**src/twa_serial_div.sv**
```systemverilog
// ----------------------------------------------------------------------------
// twa_serial_div
// Restoring radix-2 divider: one quotient bit per cycle.  The numerator's
// upper D_W bits must be below the divisor; the divisor holds while busy.
// ----------------------------------------------------------------------------
module twa_serial_div #(
    parameter int Q_W = 32,
    parameter int D_W = 49
) (
    input  logic               clk,
    input  logic               rst_n,
    input  logic               start,
    input  logic [Q_W+D_W-1:0] num,
    input  logic [D_W-1:0]     den,
    output logic               busy,
    output logic [Q_W-1:0]     quot
);

    localparam int CNT_W = $clog2(Q_W);

    logic             busy_reg;
    logic [CNT_W-1:0] cnt_reg;
    logic [D_W-1:0]   rem_reg;
    logic [Q_W-1:0]   qr_reg;
    logic [D_W:0]     trial;
    logic [D_W+1:0]   diff;
    logic             fits;

    // Bring down the next numerator bit and try the subtraction
    assign trial = {rem_reg, qr_reg[Q_W-1]};
    assign diff  = {1'b0, trial} - {2'b00, den};
    assign fits  = !diff[D_W+1];

    // Count Q_W steps after start
    always_ff @(posedge clk or negedge rst_n)
    begin
        if (!rst_n)
        begin
            busy_reg <= 1'b0;
            cnt_reg  <= '0;
        end
        else if (start)
        begin
            busy_reg <= 1'b1;
            cnt_reg  <= '0;
        end
        else if (busy_reg)
        begin
            if (cnt_reg == CNT_W'(Q_W - 1))
            begin
                busy_reg <= 1'b0;
            end
            cnt_reg <= cnt_reg + 1'b1;
        end
    end

    // Keep the remainder; quotient bits shift in behind the numerator bits
    always_ff @(posedge clk)
    begin
        if (start)
        begin
            rem_reg <= num[Q_W+D_W-1:Q_W];
            qr_reg  <= num[Q_W-1:0];
        end
        else if (busy_reg)
        begin
            rem_reg <= fits ? diff[D_W-1:0] : trial[D_W-1:0];
            qr_reg  <= {qr_reg[Q_W-2:0], fits};
        end
    end

    assign busy = busy_reg;
    assign quot = qr_reg;

endmodule

```
**config.mk**
```make
export PLATFORM = sky130hd
export DESIGN_NAME = twa_serial_div
export DESIGN_NICKNAME = d
export VERILOG_FILES = /design/src/twa_serial_div.sv
export SDC_FILE = /design/constraint.sdc
export NUM_CORES = 1
export LEC_CHECK = 0
export BUFFER_PORTS_ARGS = -buffer_cell sky130_fd_sc_hd__buf_4
export CAP_MARGIN = 10
export CORE_ASPECT_RATIO = 0.8
export CORE_MARGIN = 8
export CORE_UTILIZATION = 55
export DETAILED_ROUTE_END_ITERATION = 12
export PLACE_DENSITY = 0.87
export SETUP_SLACK_MARGIN = 0.5
export SLEW_MARGIN = 10
export SYNTH_ARGS = -nofsm -noshare
export SYNTH_HDL_FRONTEND = slang
export SYNTH_SLANG_ARGS = --single-unit
```
**constraint.sdc**
```tcl
create_clock -name clk -period 4.42 [get_ports clk]
set_clock_uncertainty 0.05 [all_clocks]
set_input_delay 0.221 -clock clk [delete_from_list [all_inputs] [get_ports clk]]
set_output_delay 0.221 -clock clk [all_outputs]
set_load 0.02 [all_outputs]
```
==> impl_metrics.yaml <==
outcome:
  status: "finished clean"
detailed_routing:
  routed_wirelength_um: 20600
  num_vias: 6687
  firstDrtPassIters: 5
  via_per_inst: 6.00
  drc: 0
  drt_iter0_drc: 570
  avgRoutedWirePerCell_um: 18.5
  ant_nets: 0
power:
  p_leak_uw: 0.00396
  swShare_pct: 44.7
  power.density_nw_per_um2: 639
  seq_power_share_pct: 25.3
  intPower_uw: 3150
  power_frac_clock_pct: 14.0
  irDropWorstVdd_v: 0.000405
  combPwrFrac_pct: 60.7
  power_switching_uw: 2540
clock_network:
  clk_path_buf_depth: 2
  insertion_delay_ps: 360
  cts_tree: "yes"
  ctsHtreeMaxLevel: 3
  post_cts_buffers: 0
  clock-root-buffer: "clkbuf_16"
  cts_num_sinks: 87
  clk_pin_slew_worst_paths_ps: 70
  tritoncts.num_buffers: 9
logic_synthesis:
  syn-num-nets: 978
  yosysTopAreaCell: "edfxtp_1"
  synth_top_area_share_pct: 33.5
  ys_seq_area_share_pct: 35.6
  synthCells: 793
  synth-main-ff-cell: "edfxtp_1"
  synth-seq-cells: 87
  synth_cell_type_count: 64
  async_flop_share_pct: 6.90
  syn_avg_cell_area_um2: 9.16
  synth_warnings: 0
  synthTopCellsByArea: "edfxtp_1 33%, ha_1 8.8%, mux2_2 5.3%"
  synth-edff-count: 81
  synthesis.area_um2: 7260
critical_path:
  critPathBufInv: 2
  critical_path.endpoint_type: "flip-flop"
  critical_path_arrival_ps: 3830
  required_ps: 4480
  cpPeakStageDelay_ps: 420
  cp_top_family: "compound AO/OA/AOI/OAI gates"
  crit_path_top_delay_cell: "a211o_1"
  crit_type: "flip-flop to flip-flop"
  crit_chain: "inv_1, ha_1, inv_1, fa_1, a21o_1, a311o_1, nand4_1, a21oi_2, o31ai_4, o31ai_2, a211o_1, mux2_4, mux2_2"
  cp_common_cell: "inv_1"
  cp-start-kind: "flip-flop"
  crit_fanout: 6
layout:
  drive_gt1_share_pct: 25.1
  postLayoutCoreUtil_pct: 69.3
  nNetsFinal: 1120
  largest_reg_flops: 49
  areaGrowthSynthToFinish_pct: 22.8
  n_antenna_cell: 0
timing:
  fin_ws_ps: 650
  final.min_clock_period_ps: 3770
  hold_violations: 0
  fmax_mhz: 265
  slew_headroom_pct: 24.7
  setup_tns_ps: 0
  finalSetupViolCount: 0
  drv_slew: 0
  worst_pin_slew_ps: 1130
  finalCritPeriodShare_pct: 85.3
  rsz0062_at_grt: "no"
place:
  gp_congestion: 0.935
  place_hpwl_um: 15900
  dp_slack_ps: 570
  port_buffers: 165
floorplan:
  core_um2: 12900
  rows: 37
  dieHeight_um: 119
  initial_core_util_pct: 56.4
  io_pins: 166
  die_w_um: 144
  die_area_um2: 17200
run:
  cap_violations: 0
global_routing:
  overflow: 0
  grt_max_degree: 93
  grtUsageTotal_pct: 24.0
  grt_pass1_vias: 6660
  grt_pass1_wl_um: 33100
  antenna_found_initial: 0
hold_path:
  hold_class: "input port to flip-flop"
-- layout make-up --
type                       instances  area (µm²)
fill                            1022        3950
multi-input combinational        599        4270
timing repair buffer             173        1300
inverter                          65         244
clock buffer                      10         229
clock inverter                     6        68.8
tap                              175         219
sequential                        87        2580
-- per-stage QoR --
step           total power [µW]  cell area (µm²)  cells  hold WS, ps
2_1_floorplan              3960             7260    793         -125
3_3_place_gp               4720             8610   1098        -17.7
3_5_place_dp               4800             8610   1098        -17.7
4_1_cts                    5620             8910   1115         89.3
5_1_grt                    6090             8920   1115         99.2
6_report                   5690             8920   1115         96.5
-- cells in the final DEF (no fill, tap or decap), types with 5 or more instances in the layout --
cell type | Yosys | routed
a211o_1 | 7 | 7
nand3_1 | 9 | 9
mux2_2 | 34 | 34
nor2_1 | 39 | 39
nor2b_1 | 7 | 7
nand2_1 | 76 | 76
nand2b_1 | 11 | 10
o211ai_1 | 9 | 9
nor3_1 | 15 | 15
nor3b_1 | 7 | 7
a21oi_1 | 65 | 65
mux2i_1 | 13 | 13
dfrtp_1 | 6 | 6
ha_1 | 51 | 51
o21bai_1 | 7 | 7
a31oi_1 | 7 | 7
o21a_1 | 8 | 8
clkbuf_16 | 0 | 9
nand4_1 | 14 | 14
edfxtp_1 | 81 | 81
o21ai_0 | 43 | 43
or3_1 | 5 | 5
xor2_1 | 22 | 22
o311ai_0 | 22 | 22
buf_4 | 1 | 172
o31ai_1 | 5 | 5
a21o_1 | 19 | 19
inv_1 | 65 | 65
xnor2_1 | 25 | 25
nand3b_1 | 28 | 28
-- synthesized netlist by cell type (8+ instances only) --
master    count
nand2b_1     11
mux2_2       34
o21a_1        8
inv_1        65
o21ai_0      43
nand3_1       9
clkbuf_1     34
nand4_1      14
xor2_1       22
xnor2_1      25
a21oi_1      65
edfxtp_1     81
nand3b_1     28
a21o_1       19
o311ai_0     22
nor3_1       15
nor2_1       39
o211ai_1      9
nand2_1      76
mux2i_1      13
ha_1         51
-- layer usage --
layer | vias up | wire, µm | track usage, %
met4 | 0 | 329 | 6.42
met1 | 3076 | 8810 | 32.1
met2 | 354 | 8640 | 35.4
li1 | 3228 | - | -
met5 | - | 0 | 0
met3 | 29 | 2850 | 9.37
-- worst paths after layout --
check,from,end,slack [ps],cells past startpoint
setup / recovery,quot[31],rem_reg[15],650,13
hold reg to reg,cnt_reg[3],cnt_reg[3],490,2
setup reg to reg,quot[31],rem_reg[15],650,13
hold / removal,num[33],rem_reg[1],100,3
max in group asynchronous,rst_n,cnt_reg[2],4040,2
min in group asynchronous,rst_n,cnt_reg[0],160,2
-- logic make-up after synthesis --
family,count (synthesis),synth area share (%)
AOI/OAI and AO/OA,228,21.0
xor gates and xnor gates,47,5.67
adders and majority gates,52,9.06
buffers and inverters,107,5.79
DFF,87,35.6
muxes,48,7.27
and+or+nand+nor,224,15.6
-- worst register-to-register path: cells and delay by family (launching register included) --
kind	cells	cell delay, ps
and+or+nand+nor	1	180
adders and majority gates	2	570
DFF	1	390
buffers and inverters	2	140
AOI/OAI and AO/OA	6	1600
muxes	2	590
-- power groups by stage --
stage | registers (µW) | clock network, µW | logic, µW
6_report | 1440 | 797 | 3460
5_1_grt | 1470 | 828 | 3790
4_1_cts | 1430 | 804 | 3380
3_5_place_dp | 1440 | 0 | 3350
3_3_place_gp | 1430 | 0 | 3290
2_1_floorplan | 1420 | 0 | 2530
-- what timing repair did --
action | in CTS | in global routing
hold endpoints to repair | 6 | 0
hold buffers | 1 | 0
endpoints found under the setup margin | 0 | 8
resized for setup | 0 | 1
Note: power is estimated with default switching activity, not from simulation.
