[config.mk]
export PLATFORM = sky130hd
export DESIGN_NAME = twa_serial_mul
export DESIGN_NICKNAME = d
export VERILOG_FILES = /design/src/twa_serial_mul.sv
export SDC_FILE = /design/constraint.sdc
export NUM_CORES = 1
export LEC_CHECK = 0
export ABC_AREA = 1
export BUFFER_PORTS_ARGS = -buffer_cell sky130_fd_sc_hd__buf_4
export CORE_AREA = 2 2 152 154
export CTS_BUF_LIST = sky130_fd_sc_hd__clkbuf_8
export DETAILED_ROUTE_END_ITERATION = 10
export DIE_AREA = 0 0 154 156
export MAX_ROUTING_LAYER = met4
export SLEW_MARGIN = 20
export SYNTH_ARGS = -nofsm -noshare
export SYNTH_HDL_FRONTEND = slang
export SYNTH_SLANG_ARGS = --single-unit
export TNS_END_PERCENT = 30
[constraint.sdc]
create_clock -name clk -period 5.81 [get_ports clk]
set_clock_uncertainty 0.1 [all_clocks]
set_input_delay 1.162 -clock clk [delete_from_list [all_inputs] [get_ports clk]]
set_output_delay 1.162 -clock clk [all_outputs]
set_load 0.01 [all_outputs]
[src/twa_serial_mul.sv]
// ----------------------------------------------------------------------------
// twa_serial_mul
// Bit-serial unsigned multiplier: one multiplier bit per cycle, shift-add.
// The multiplicand must hold steady while busy is high.
// ----------------------------------------------------------------------------
module twa_serial_mul #(
    parameter int A_W = 32,
    parameter int B_W = 48
) (
    input  logic               clk,
    input  logic               rst_n,
    input  logic               start,
    input  logic [A_W-1:0]     a,
    input  logic [B_W-1:0]     b,
    output logic               busy,
    output logic [A_W+B_W-1:0] prod
);

    localparam int CNT_W = $clog2(A_W);

    logic             busy_reg;
    logic [CNT_W-1:0] cnt_reg;
    logic [B_W-1:0]   hi_reg;
    logic [A_W-1:0]   lo_reg;
    logic [B_W:0]     sum;

    // Add the multiplicand when the current multiplier bit is set
    assign sum = {1'b0, hi_reg} + (lo_reg[0] ? {1'b0, b} : '0);

    // Count A_W steps after start
    always_ff @(posedge clk or negedge rst_n)
    begin
        if (!rst_n)
        begin
            busy_reg <= 1'b0;
            cnt_reg  <= '0;
        end
        else if (start)
        begin
            busy_reg <= 1'b1;
            cnt_reg  <= '0;
        end
        else if (busy_reg)
        begin
            if (cnt_reg == CNT_W'(A_W - 1))
            begin
                busy_reg <= 1'b0;
            end
            cnt_reg <= cnt_reg + 1'b1;
        end
    end

    // Shift the partial product right; product bits fill the multiplier register
    always_ff @(posedge clk)
    begin
        if (start)
        begin
            hi_reg <= '0;
            lo_reg <= a;
        end
        else if (busy_reg)
        begin
            hi_reg <= sum[B_W:1];
            lo_reg <= {sum[0], lo_reg[A_W-1:1]};
        end
    end

    assign busy = busy_reg;
    assign prod = {hi_reg, lo_reg};

endmodule

==> results of run 1 <==
[critical path: stages (launching register included)]
cell	delay (ns)
edfxtp_1	1.00
buf_4	0.40
nand2_1	0.09
inv_1	0.08
ha_1	0.22
nand2_1	0.12
nor2_1	0.27
nand3_1	0.14
nand3_2	0.17
nand2_1	0.07
nand2_1	0.20
nand2_1	0.15
nand2_1	0.08
nand2_1	0.04
nand3_1	0.06
nand2_1	0.05
[cell usage in the layout (no fill, tap or decap), types with 13 or more instances in the layout]
cell      count
buf_4       169
edfxtp_1     32
o21ai_0      23
nor2_2       27
nor2_1       65
dfxtp_1      48
ha_1         50
nand2_1     608
inv_1       265
nand3_1      57
a21oi_1      51
nand2_2      13
[cells by family (layout without fill, tap and decap cells)]
family                   count (synthesis)  count (layout)
AND/OR/NAND/NOR                        808             808
flip-flops                              86              86
buffers and inverters                  297             459
AO/OA/AOI/OAI                           96              96
XOR/XNOR                                 5               5
adder cells (fa/ha/maj)                 51              51
[area by class of cell]
type                            count  area [sq um]  share of cell area
Sequential cell                    86          2072              0.2177
Clock inverter                      7         105.1             0.01104
Timing Repair Buffer              169          1269              0.1333
Clock buffer                        9         123.9             0.01301
Tap cell                          285         356.6             0.03747
Inverter                          274          1028              0.1081
Multi-Input combinational cell    960          4563              0.4794
[stage by stage]
step	power (W)	util
finish	0.001991	0.4256
global route	0.002125	0.4256
CTS	0.002004	0.4256
detailed placement	0.001479	0.4153
global placement	0.001476	0.4153
floorplan	0.001189	-
[power by group through the flow]
stage | Sequential (W) | Clock [W] | Combinational, W
4_1_cts | 0.000766 | 0.000534 | 0.000704
6_report | 0.000765 | 0.000525 | 0.000701
2_1_floorplan | 0.000794 | 0 | 0.000395
5_1_grt | 0.000778 | 0.000559 | 0.000788
3_3_place_gp | 0.000778 | 0 | 0.000698
3_5_place_dp | 0.000779 | 0 | 0.000700
[per-layer routing]
layer  track usage  vias to the layer above  part of all wire
met3       0.03194                       43             0.045
met2        0.3442                      213              0.45
met1        0.2893                     3662              0.48
met4       0.06631                        0             0.026
li1              -                     4372                 -
met5             -                        -                 0
[how the worst max path moves through the flow]
stage                              startpoint                 endpoint  slack, ns  cells past startpoint
after detailed placement  lo_reg[0]$_DFFE_PP_  hi_reg[31]$_SDFFE_PP0P_       2.43                     16
after global routing      lo_reg[0]$_DFFE_PP_  hi_reg[31]$_SDFFE_PP0P_       2.04                     16
final                     lo_reg[0]$_DFFE_PP_  hi_reg[33]$_SDFFE_PP0P_       2.47                     15
after floorplan                          b[0]  hi_reg[39]$_SDFFE_PP0P_       2.94                     14
after global placement    lo_reg[0]$_DFFE_PP_  hi_reg[33]$_SDFFE_PP0P_       2.43                     15
after CTS                 lo_reg[0]$_DFFE_PP_  hi_reg[31]$_SDFFE_PP0P_       2.40                     16
==> results.cfg, run 1 <==
[outcome]
status = complete, no violations

[global_routing]
grt_overflow = 0
grt_pass1_vias = 7786
grt_use_total = 0.2179
grt_max_degree = 44
grt_pass1_wl_um = 40250
antenna_found_initial = 0

[synth]
netlist_top_cells_area = nand2_1 (29%), inv_1 (13%), dfxtp_1 (12%)
syn-instance-count = 1343
synthXorXnorAreaFrac = 0.005656
avgSynthCellArea_sq_um = 5.765
yosysTopAreaCell = nand2_1
synth_fa_ha_area_frac = 0.08339
synth_edf_count = 32
synth_common_cells = nand2_1 (608), inv_1 (265), nor2_1 (67)
syn_nets = 1477
ys_types = 37
synthMuxAreaShare = 0
seq_area_frac_synth = 0.2676
yosys_warnings = 0
ys_ff_latch = 86
synth_compound_area_frac = 0.06981
synth_top_area_share = 0.2948
ys_async_sr_fraction = 0.06977
synth_simple_gate_area_frac = 0.4286
yosysMostFrequentCell = nand2_1
netlist_area_sq_mm = 0.007742
synthFlopType = dfxtp_1
synth_top_family_by_area = simple AND/OR/NAND/NOR gates

[layout]
nFillCells = 2500
design_area_sq_mm = 0.009518
finalNonFillerCells = 1790
fin_nets = 1634
drive_gt1_frac = 0.1668
num_antenna_cells = 0
largest_register_ffs = 48
syn_to_final_growth_pct = 22.93

[worst_hold_path]
whs_path_depth = 2
hold_class = flop to flop
min_from = hi_reg[15]$_SDFFE_PP0P_
hold_end = hi_reg[15]$_SDFFE_PP0P_

[routing]
firstDrtPassIters = 5
via_per_inst = 4.631
routedWlPerCell_um = 14.11
drc = 0
vias = 8290
drt-total-wl_um = 25250
drtIter0Drc = 641
ant_nets = 0

[worst_setup_path]
regToRegSetupSlack_ns = 2.47
end_kind = flop
reg2reg_to = hi_reg[33]$_SDFFE_PP0P_
crit_type = flop to flop
crit_fanout = 27
crit_arrival_ns = 3.55
reg2reg_from = lo_reg[0]$_DFFE_PP_
start_kind = flop
cp.required_ns = 6.02
r2r_cells = 15

[pwr]
combinationalPowerShare = 0.352
p_int_w = 0.001238
p_per_area_mw_per_mm2 = 209.2
p_sw_w = 0.0007531
cellLeakagePower_nw = 5.644
power_frac_seq = 0.384
swShare = 0.3782
peakVddDrop_v = 0.0001008
pwr-share-clk = 0.264

[clock_tree]
clk_pin_slew_ns = 0.11
holdBufCountCts = 0
ctsHtreeMaxLevel = 3
cts_sinks = 86
insertion_delay_ns = 0.40
cts_root_buf = clkbuf_8
tritoncts = done
cts_max_path_buffers = 2
postCtsSetupRepairBufs = 0
cts_buffers = 9
ctsResizeCount = 0

[place]
pre_cts_slack_ns = 2.427
place_area_sq_mm = 0.009289
place_hpwl_um = 20490
place_inst = 1774
io_buffers = 163
gp_congestion = 0.9373

[timing]
fin_crit_sh = 0.5753
setup_viol = 0
worst_slack_ns = 2.468
slew_violations = 0
tns_ns = 0
slew_headroom = 0.3508
grt_setup_unrepaired = no
min_period_ns = 3.342
holdWs_ns = 0.3826
fmax_ghz = 0.2992
hold_viol = 0
tightest_slew_ns = 0.9738

[die]
pin_count = 164
core.rowCount = 55
fp.dieArea_sq_mm = 0.02402
die_y_um = 156
start_util = 0.3462
coreArea_sq_mm = 0.02237
die_w_um = 154

[run]
drv_cap = 0
No activity file was read; power rests on OpenSTA's default activity.
==> run 2: changes to the inputs <==
ABC_AREA = 0   (was 1)
CORE_AREA = 2 2 139 141   (was 2 2 152 154)
DIE_AREA = 0 0 141 143   (was 0 0 154 156)
clock period = 3.3 ns   (was 5.81 ns; I/O delays follow)
==> run 2 against run 1 <==
  * Wire length is 19% lower
  * Critical path depth down 3
  * Global-route usage down 1.2 points
  * Combinational power rose to 3.3 times the previous value
  * Synthesized cell count down 44%
  * Final area is 4.3% lower
  * Fmax grew 4.5%
  * Largest power group is now combinational cells
  * Highest routed layer unchanged
==> results.cfg, run 2 <==
[outcome]
status = complete, no violations

[timing]
holdWs_ns = 0.3820
slew_headroom = 0.6331
slew_violations = 0
grt_setup_unrepaired = yes
fmax_ghz = 0.3128
hold_viol = 0
worst_slack_ns = 0.1027
fin_crit_sh = 0.9689
tightest_slew_ns = 0.5446
setup_viol = 0
min_period_ns = 3.197

[global_routing]
grt.met1_usage = 0.2744
grt_use_total = 0.2063
antenna_found_initial = 0
grt_overflow = 0
grt_max_degree = 39
top_usage_layer = met2
globalRouteMet2Util = 0.3230
gr-usage-met3 = 0.04292
grt_pass1_wl_um = 32170
grt_pass1_vias = 6382

[routing]
routedWlPerCell_um = 16.77
drc = 0
via_per_inst = 5.333
drt-total-wl_um = 20570
drtIter0Drc = 519
firstDrtPassIters = 5
ant_nets = 0
vias = 6543

[layout]
layout.cells.most_common = buf_4
post-route-util = 0.4901
num_antenna_cells = 0
mostFrequentLayoutCells = buf_4 (266), nand2_1 (69), nor2_1 (56), a21oi_1 (54), dfxtp_1 (48)
nFillCells = 1812
multi_input_area_sq_mm = 0.004442
drive_gt1_frac = 0.3837
largest_register_ffs = 48
ff_latch_area_sq_mm = 0.002072
syn_to_final_growth_pct = 41.76
fin_nets = 1122

[pwr]
pwr-share-clk = 0.179
swShare = 0.3882
power.total_w = 0.004655
cellLeakagePower_nw = 4.097
p_per_area_mw_per_mm2 = 511.1
power_frac_seq = 0.320
peakVddDrop_v = 0.0002092
combinationalPowerShare = 0.501
p_int_w = 0.002848
p_sw_w = 0.001807

[synth]
netlist_top_cells_area = dfxtp_1 (15%), edfxtp_1 (15%), ha_1 (9.7%)
synthFlopType = dfxtp_1
syn_nets = 883
yosysMostFrequentCell = nand2_1
seq_area_frac_synth = 0.3226
syn-instance-count = 749
synth_common_cells = nand2_1 (70), a21oi_1 (63), nor2_1 (59)
yosysTopAreaCell = dfxtp_1
yosys_warnings = 0
ys_ff_latch = 86
synth_edf_count = 32
ys_types = 68
synth_top_area_share = 0.1496
ys_async_sr_fraction = 0.06977
netlist_area_sq_mm = 0.006424
avgSynthCellArea_sq_um = 8.576

[worst_setup_path]
start_kind = flop
crit_type = flop to flop
end_kind = flop
cp.required_ns = 3.49
crit_fanout = 4
cp_cell_sequence = buf_4, and2_1, ha_1, buf_4, a21oi_2, o211ai_1, and2_4, a2111o_1, a221oi_4, or3_4, a211oi_1, or3b_1
max_stage_delay_ns = 0.42
cp_common_cell = buf_4
cp_slowest_cell = edfxtp_1
path_buf_inv = 2
crit_arrival_ns = 3.38
cp_top_family = compound AO/OA/AOI/OAI gates

[place]
gp_congestion = 0.9004
place_hpwl_um = 15640
pre_cts_slack_ns = -0.2236
io_buffers = 163

[die]
start_util = 0.3457
core.rowCount = 50
pin_count = 164
die_y_um = 143
fp.dieArea_sq_mm = 0.02016
coreArea_sq_mm = 0.01858
die_w_um = 141

[clock_tree]
insertion_delay_ns = 0.39
cts_root_buf = clkbuf_8
clk_pin_slew_ns = 0.11
cts_buffers = 9
cts_max_path_buffers = 2
tritoncts = done
cts_sinks = 86
ctsHtreeMaxLevel = 3

[run]
drv_cap = 0

[worst_hold_path]
hold_class = flop to flop
## run 2: cell type report
| type | instances | area share |
|---|---|---|
| well taps | 234 | 0.03215 |
| clock buffers | 9 | 0.01360 |
| clock inverters | 7 | 0.008519 |
| flip-flops and latches | 86 | 0.2275 |
| multi-input cells | 606 | 0.4878 |
| repair buffers | 271 | 0.2246 |
| inverters | 14 | 0.005771 |
## run 2: timing repair
item                       in CTS  in global routing
setup endpoints to repair      17                 23
buffers inserted                3                  5
resized for setup              10                 62
gates cloned                    0                  0
hold endpoints to repair        6                  0
hold buffers                    1                  0
pin swaps                       4                 22
## run 2: power by group through the flow
stage	clock [W]	sequential, W	combinational [W]
after floorplan	0	0.00154	0.00112
after global placement	0	0.00149	0.00215
after detailed placement	0	0.00149	0.00216
after CTS	0.000862	0.00147	0.00220
after global routing	0.000900	0.00152	0.00256
final	0.000834	0.00149	0.00233
## run 2: path summary, 6_finish.rpt
kind	startpoint	slack, ns	to	cells past startpoint
worst max-delay path	lo_reg[0]$_DFFE_PP_	0.10	hi_reg[44]$_SDFFE_PP0P_	12
min in group asynchronous	rst_n	0.52	cnt_reg[3]$_DFFE_PN0P_	2
max in group asynchronous	rst_n	2.46	cnt_reg[4]$_DFFE_PN0P_	2
worst min-delay path	hi_reg[36]$_SDFFE_PP0P_	0.38	hi_reg[36]$_SDFFE_PP0P_	2
worst min register to register	hi_reg[36]$_SDFFE_PP0P_	0.38	hi_reg[36]$_SDFFE_PP0P_	2
worst max register to register	lo_reg[0]$_DFFE_PP_	0.10	hi_reg[44]$_SDFFE_PP0P_	12
## run 2: logic make-up (layout without fill, tap and decap cells)
family	count (synthesis)	after routing	synth area share
compound gates	207	207	0.2071
xor+xnor	36	36	0.04908
fa+ha+maj	51	51	0.1005
buf+inv	57	301	0.03584
flops	86	86	0.3226
mux	48	48	0.08122
simple gates	264	264	0.2037
## run 2: worst min-delay path: stages, from the launching register on
cell and delay [ns]:
dfxtp_1 0.34, nand2_1 0.06, o21ai_1 0.05
## run 2: per-layer routing
metal,part of all wire,wire length (um),up-vias
met5,0,0,-
met4,0.014,285,0
met3,0.070,1432,24
met2,0.45,9178,233
met1,0.47,9677,3061
li1,-,-,3225
## run 2: through the flow
| step | TNS, ns | cells | area, sq um |
|---|---|---|---|
| floorplan | 0 | 749 | 6425 |
| global placement | -0.9951 | 1202 | 8508 |
| detailed placement | -1.550 | 1202 | 8508 |
| CTS | -0.007213 | 1222 | 8775 |
| global route | -0.1314 | 1227 | 9106 |
| finish | 0 | 1227 | 9106 |
==> run 3: changes to the inputs <==
==> constraint.sdc (replaced) <==
create_clock -name clk -period 3.3 [get_ports clk]
set_clock_uncertainty 0.1 [all_clocks]
set_input_delay 0.33 -clock clk [delete_from_list [all_inputs] [get_ports clk]]
set_output_delay 0.33 -clock clk [all_outputs]
set_load 0.01 [all_outputs]
==> run 3 against run 2 <==
  * Clock power decreased by 10%
  * Non-clock buffer count decreased by 37
  * Sequential share of layout area rose by 0.35 points
  * First-iteration DRC count shrank 35%
  * Global-route usage fell by 0.19 points
  * Clock-buffer cell count is the same
  * Cell count fell by 3.0%
  * Sequential power hardly changed
  * Wire length grew 0.97%
  * Setup slack got worse by 0.071 ns
  * Critical path type unchanged
  * Highest routed layer unchanged
==> results.cfg, run 3 (synthesis results as in run 2) <==
[routing]
drtIter0Drc = 339
via_per_inst = 5.421
ant_nets = 0
drc = 0
firstDrtPassIters = 5
vias = 6451
routedWlPerCell_um = 17.46
drt-total-wl_um = 20770

[worst_setup_path]
crit_type = flop to flop
regToRegSetupSlack_ns = 0.03
start_kind = flop
crit_arrival_ns = 3.44
end_kind = flop
cp.required_ns = 3.47
crit_fanout = 7
reg2reg_from = lo_reg[0]$_DFFE_PP_
reg2reg_to = hi_reg[44]$_SDFFE_PP0P_
r2r_cells = 11

[timing]
tightest_slew_ns = 0.7049
slew_headroom = 0.5296
tns_ns = 0
slew_violations = 0
setup_viol = 0
holdWs_ns = 0.1359
grt_setup_unrepaired = yes
hold_viol = 0
min_period_ns = 3.268
fin_crit_sh = 0.9904
fmax_ghz = 0.3060

[worst_hold_path]
hold_class = input pin to flop
hold_end = lo_reg[30]$_DFFE_PP_
whs_path_depth = 2
min_from = a[30]

[global_routing]
grt_use_total = 0.2044
grt_pass1_vias = 6202
antenna_found_initial = 0
grt_max_degree = 38
grt_overflow = 0
grt_pass1_wl_um = 31780

[clock_tree]
cts_buffers = 9
tritoncts = done
cts_sinks = 86
cts_root_buf = clkbuf_8
cts_max_path_buffers = 2
insertion_delay_ns = 0.39
clk_pin_slew_ns = 0.11
ctsHtreeMaxLevel = 3

[place]
gp_congestion = 0.9420
io_buffers = 163
place_area_sq_mm = 0.008228
place_hpwl_um = 15560
place_inst = 1163

[layout]
layout.cells.most_common = buf_4
drive_gt1_frac = 0.3661
syn_to_final_growth_pct = 39.64
num_antenna_cells = 0
fin_nets = 1085
design_area_sq_mm = 0.008970
mostFrequentLayoutCells = buf_4 (227), nand2_1 (69), nor2_1 (57), a21oi_1 (54), dfxtp_1 (48)
largest_register_ffs = 48
post-route-util = 0.4828
finalNonFillerCells = 1190

[pwr]
peakVddDrop_v = 0.0002104
p_per_area_mw_per_mm2 = 503.8
cellLeakagePower_nw = 3.918

[die]
coreArea_sq_mm = 0.01858
die_y_um = 143
die_w_um = 141
fp.dieArea_sq_mm = 0.02016
start_util = 0.3457
core.rowCount = 50
pin_count = 164

[outcome]
status = complete, no violations

[run]
drv_cap = 0
-- run 3: area by class of cell --
| type | count | area, sq um |
|---|---|---|
| multi-input cells | 606 | 4566 |
| clock inverters | 7 | 58.81 |
| well taps | 234 | 292.8 |
| fillers | 1800 | 9610 |
| repair buffers | 234 | 1804 |
| flip-flops and latches | 86 | 2072 |
| inverters | 14 | 52.55 |
| clock buffers | 9 | 123.9 |
-- run 3: worst max-delay path: stages (launching register included) --
cell and delay (ns):
edfxtp_1 0.41, buf_6 0.16, and2_1 0.19, ha_4 0.24, a211oi_4 0.25, o211ai_1 0.14
and2_4 0.20, a2111o_1 0.47, a221oi_4 0.37, or3_4 0.20, a211oi_2 0.06, or3b_1 0.34
-- run 3: timing repair --
action                                 CTS  global route
resized for setup                        8            78
endpoints found under the hold margin    6             0
cloned                                   0             1
hold buffers                             1             0
pin swaps                                4            28
setup buffers                            1            10
setup endpoints to repair                9            21
-- run 3: report_power, final --
part / switching (W) / internal [W] / total, W
combinational: 0.00114 / 0.00113 / 0.00227
sequential: 0.000195 / 0.00130 / 0.00150
clock: 0.000465 / 0.000285 / 0.000750
-- run 3: per-stage QoR --
step	setup slack [ns]	power [W]
floorplan	0.05039	0.002663
global placement	-0.2369	0.003516
global route	-0.07993	0.004831
detailed placement	-0.2289	0.003520
CTS	-0.05224	0.004299
finish	0.03168	0.004519
-- run 3: worst max path at each step --
stage	start	endpoint	slack (ns)	cells past startpoint
2_1_floorplan	lo_reg[0]$_DFFE_PP_	hi_reg[37]$_SDFFE_PP0P_	0.05	13
3_3_place_gp	lo_reg[0]$_DFFE_PP_	hi_reg[47]$_SDFFE_PP0P_	-0.24	11
3_5_place_dp	lo_reg[0]$_DFFE_PP_	hi_reg[47]$_SDFFE_PP0P_	-0.23	11
4_1_cts	lo_reg[0]$_DFFE_PP_	hi_reg[44]$_SDFFE_PP0P_	-0.05	12
5_1_grt	lo_reg[0]$_DFFE_PP_	hi_reg[44]$_SDFFE_PP0P_	-0.08	12
6_report	lo_reg[0]$_DFFE_PP_	hi_reg[44]$_SDFFE_PP0P_	0.03	11
-- run 3: routing by layer --
| metal | up-vias | global-route usage | part of all wire |
|---|---|---|---|
| met2 | 238 | 0.3045 | 0.45 |
| li1 | 3147 | - | - |
| met5 | - | - | 0 |
| met3 | 34 | 0.04561 | 0.068 |
| met1 | 3032 | 0.2748 | 0.46 |
| met4 | 0 | 0.06947 | 0.022 |
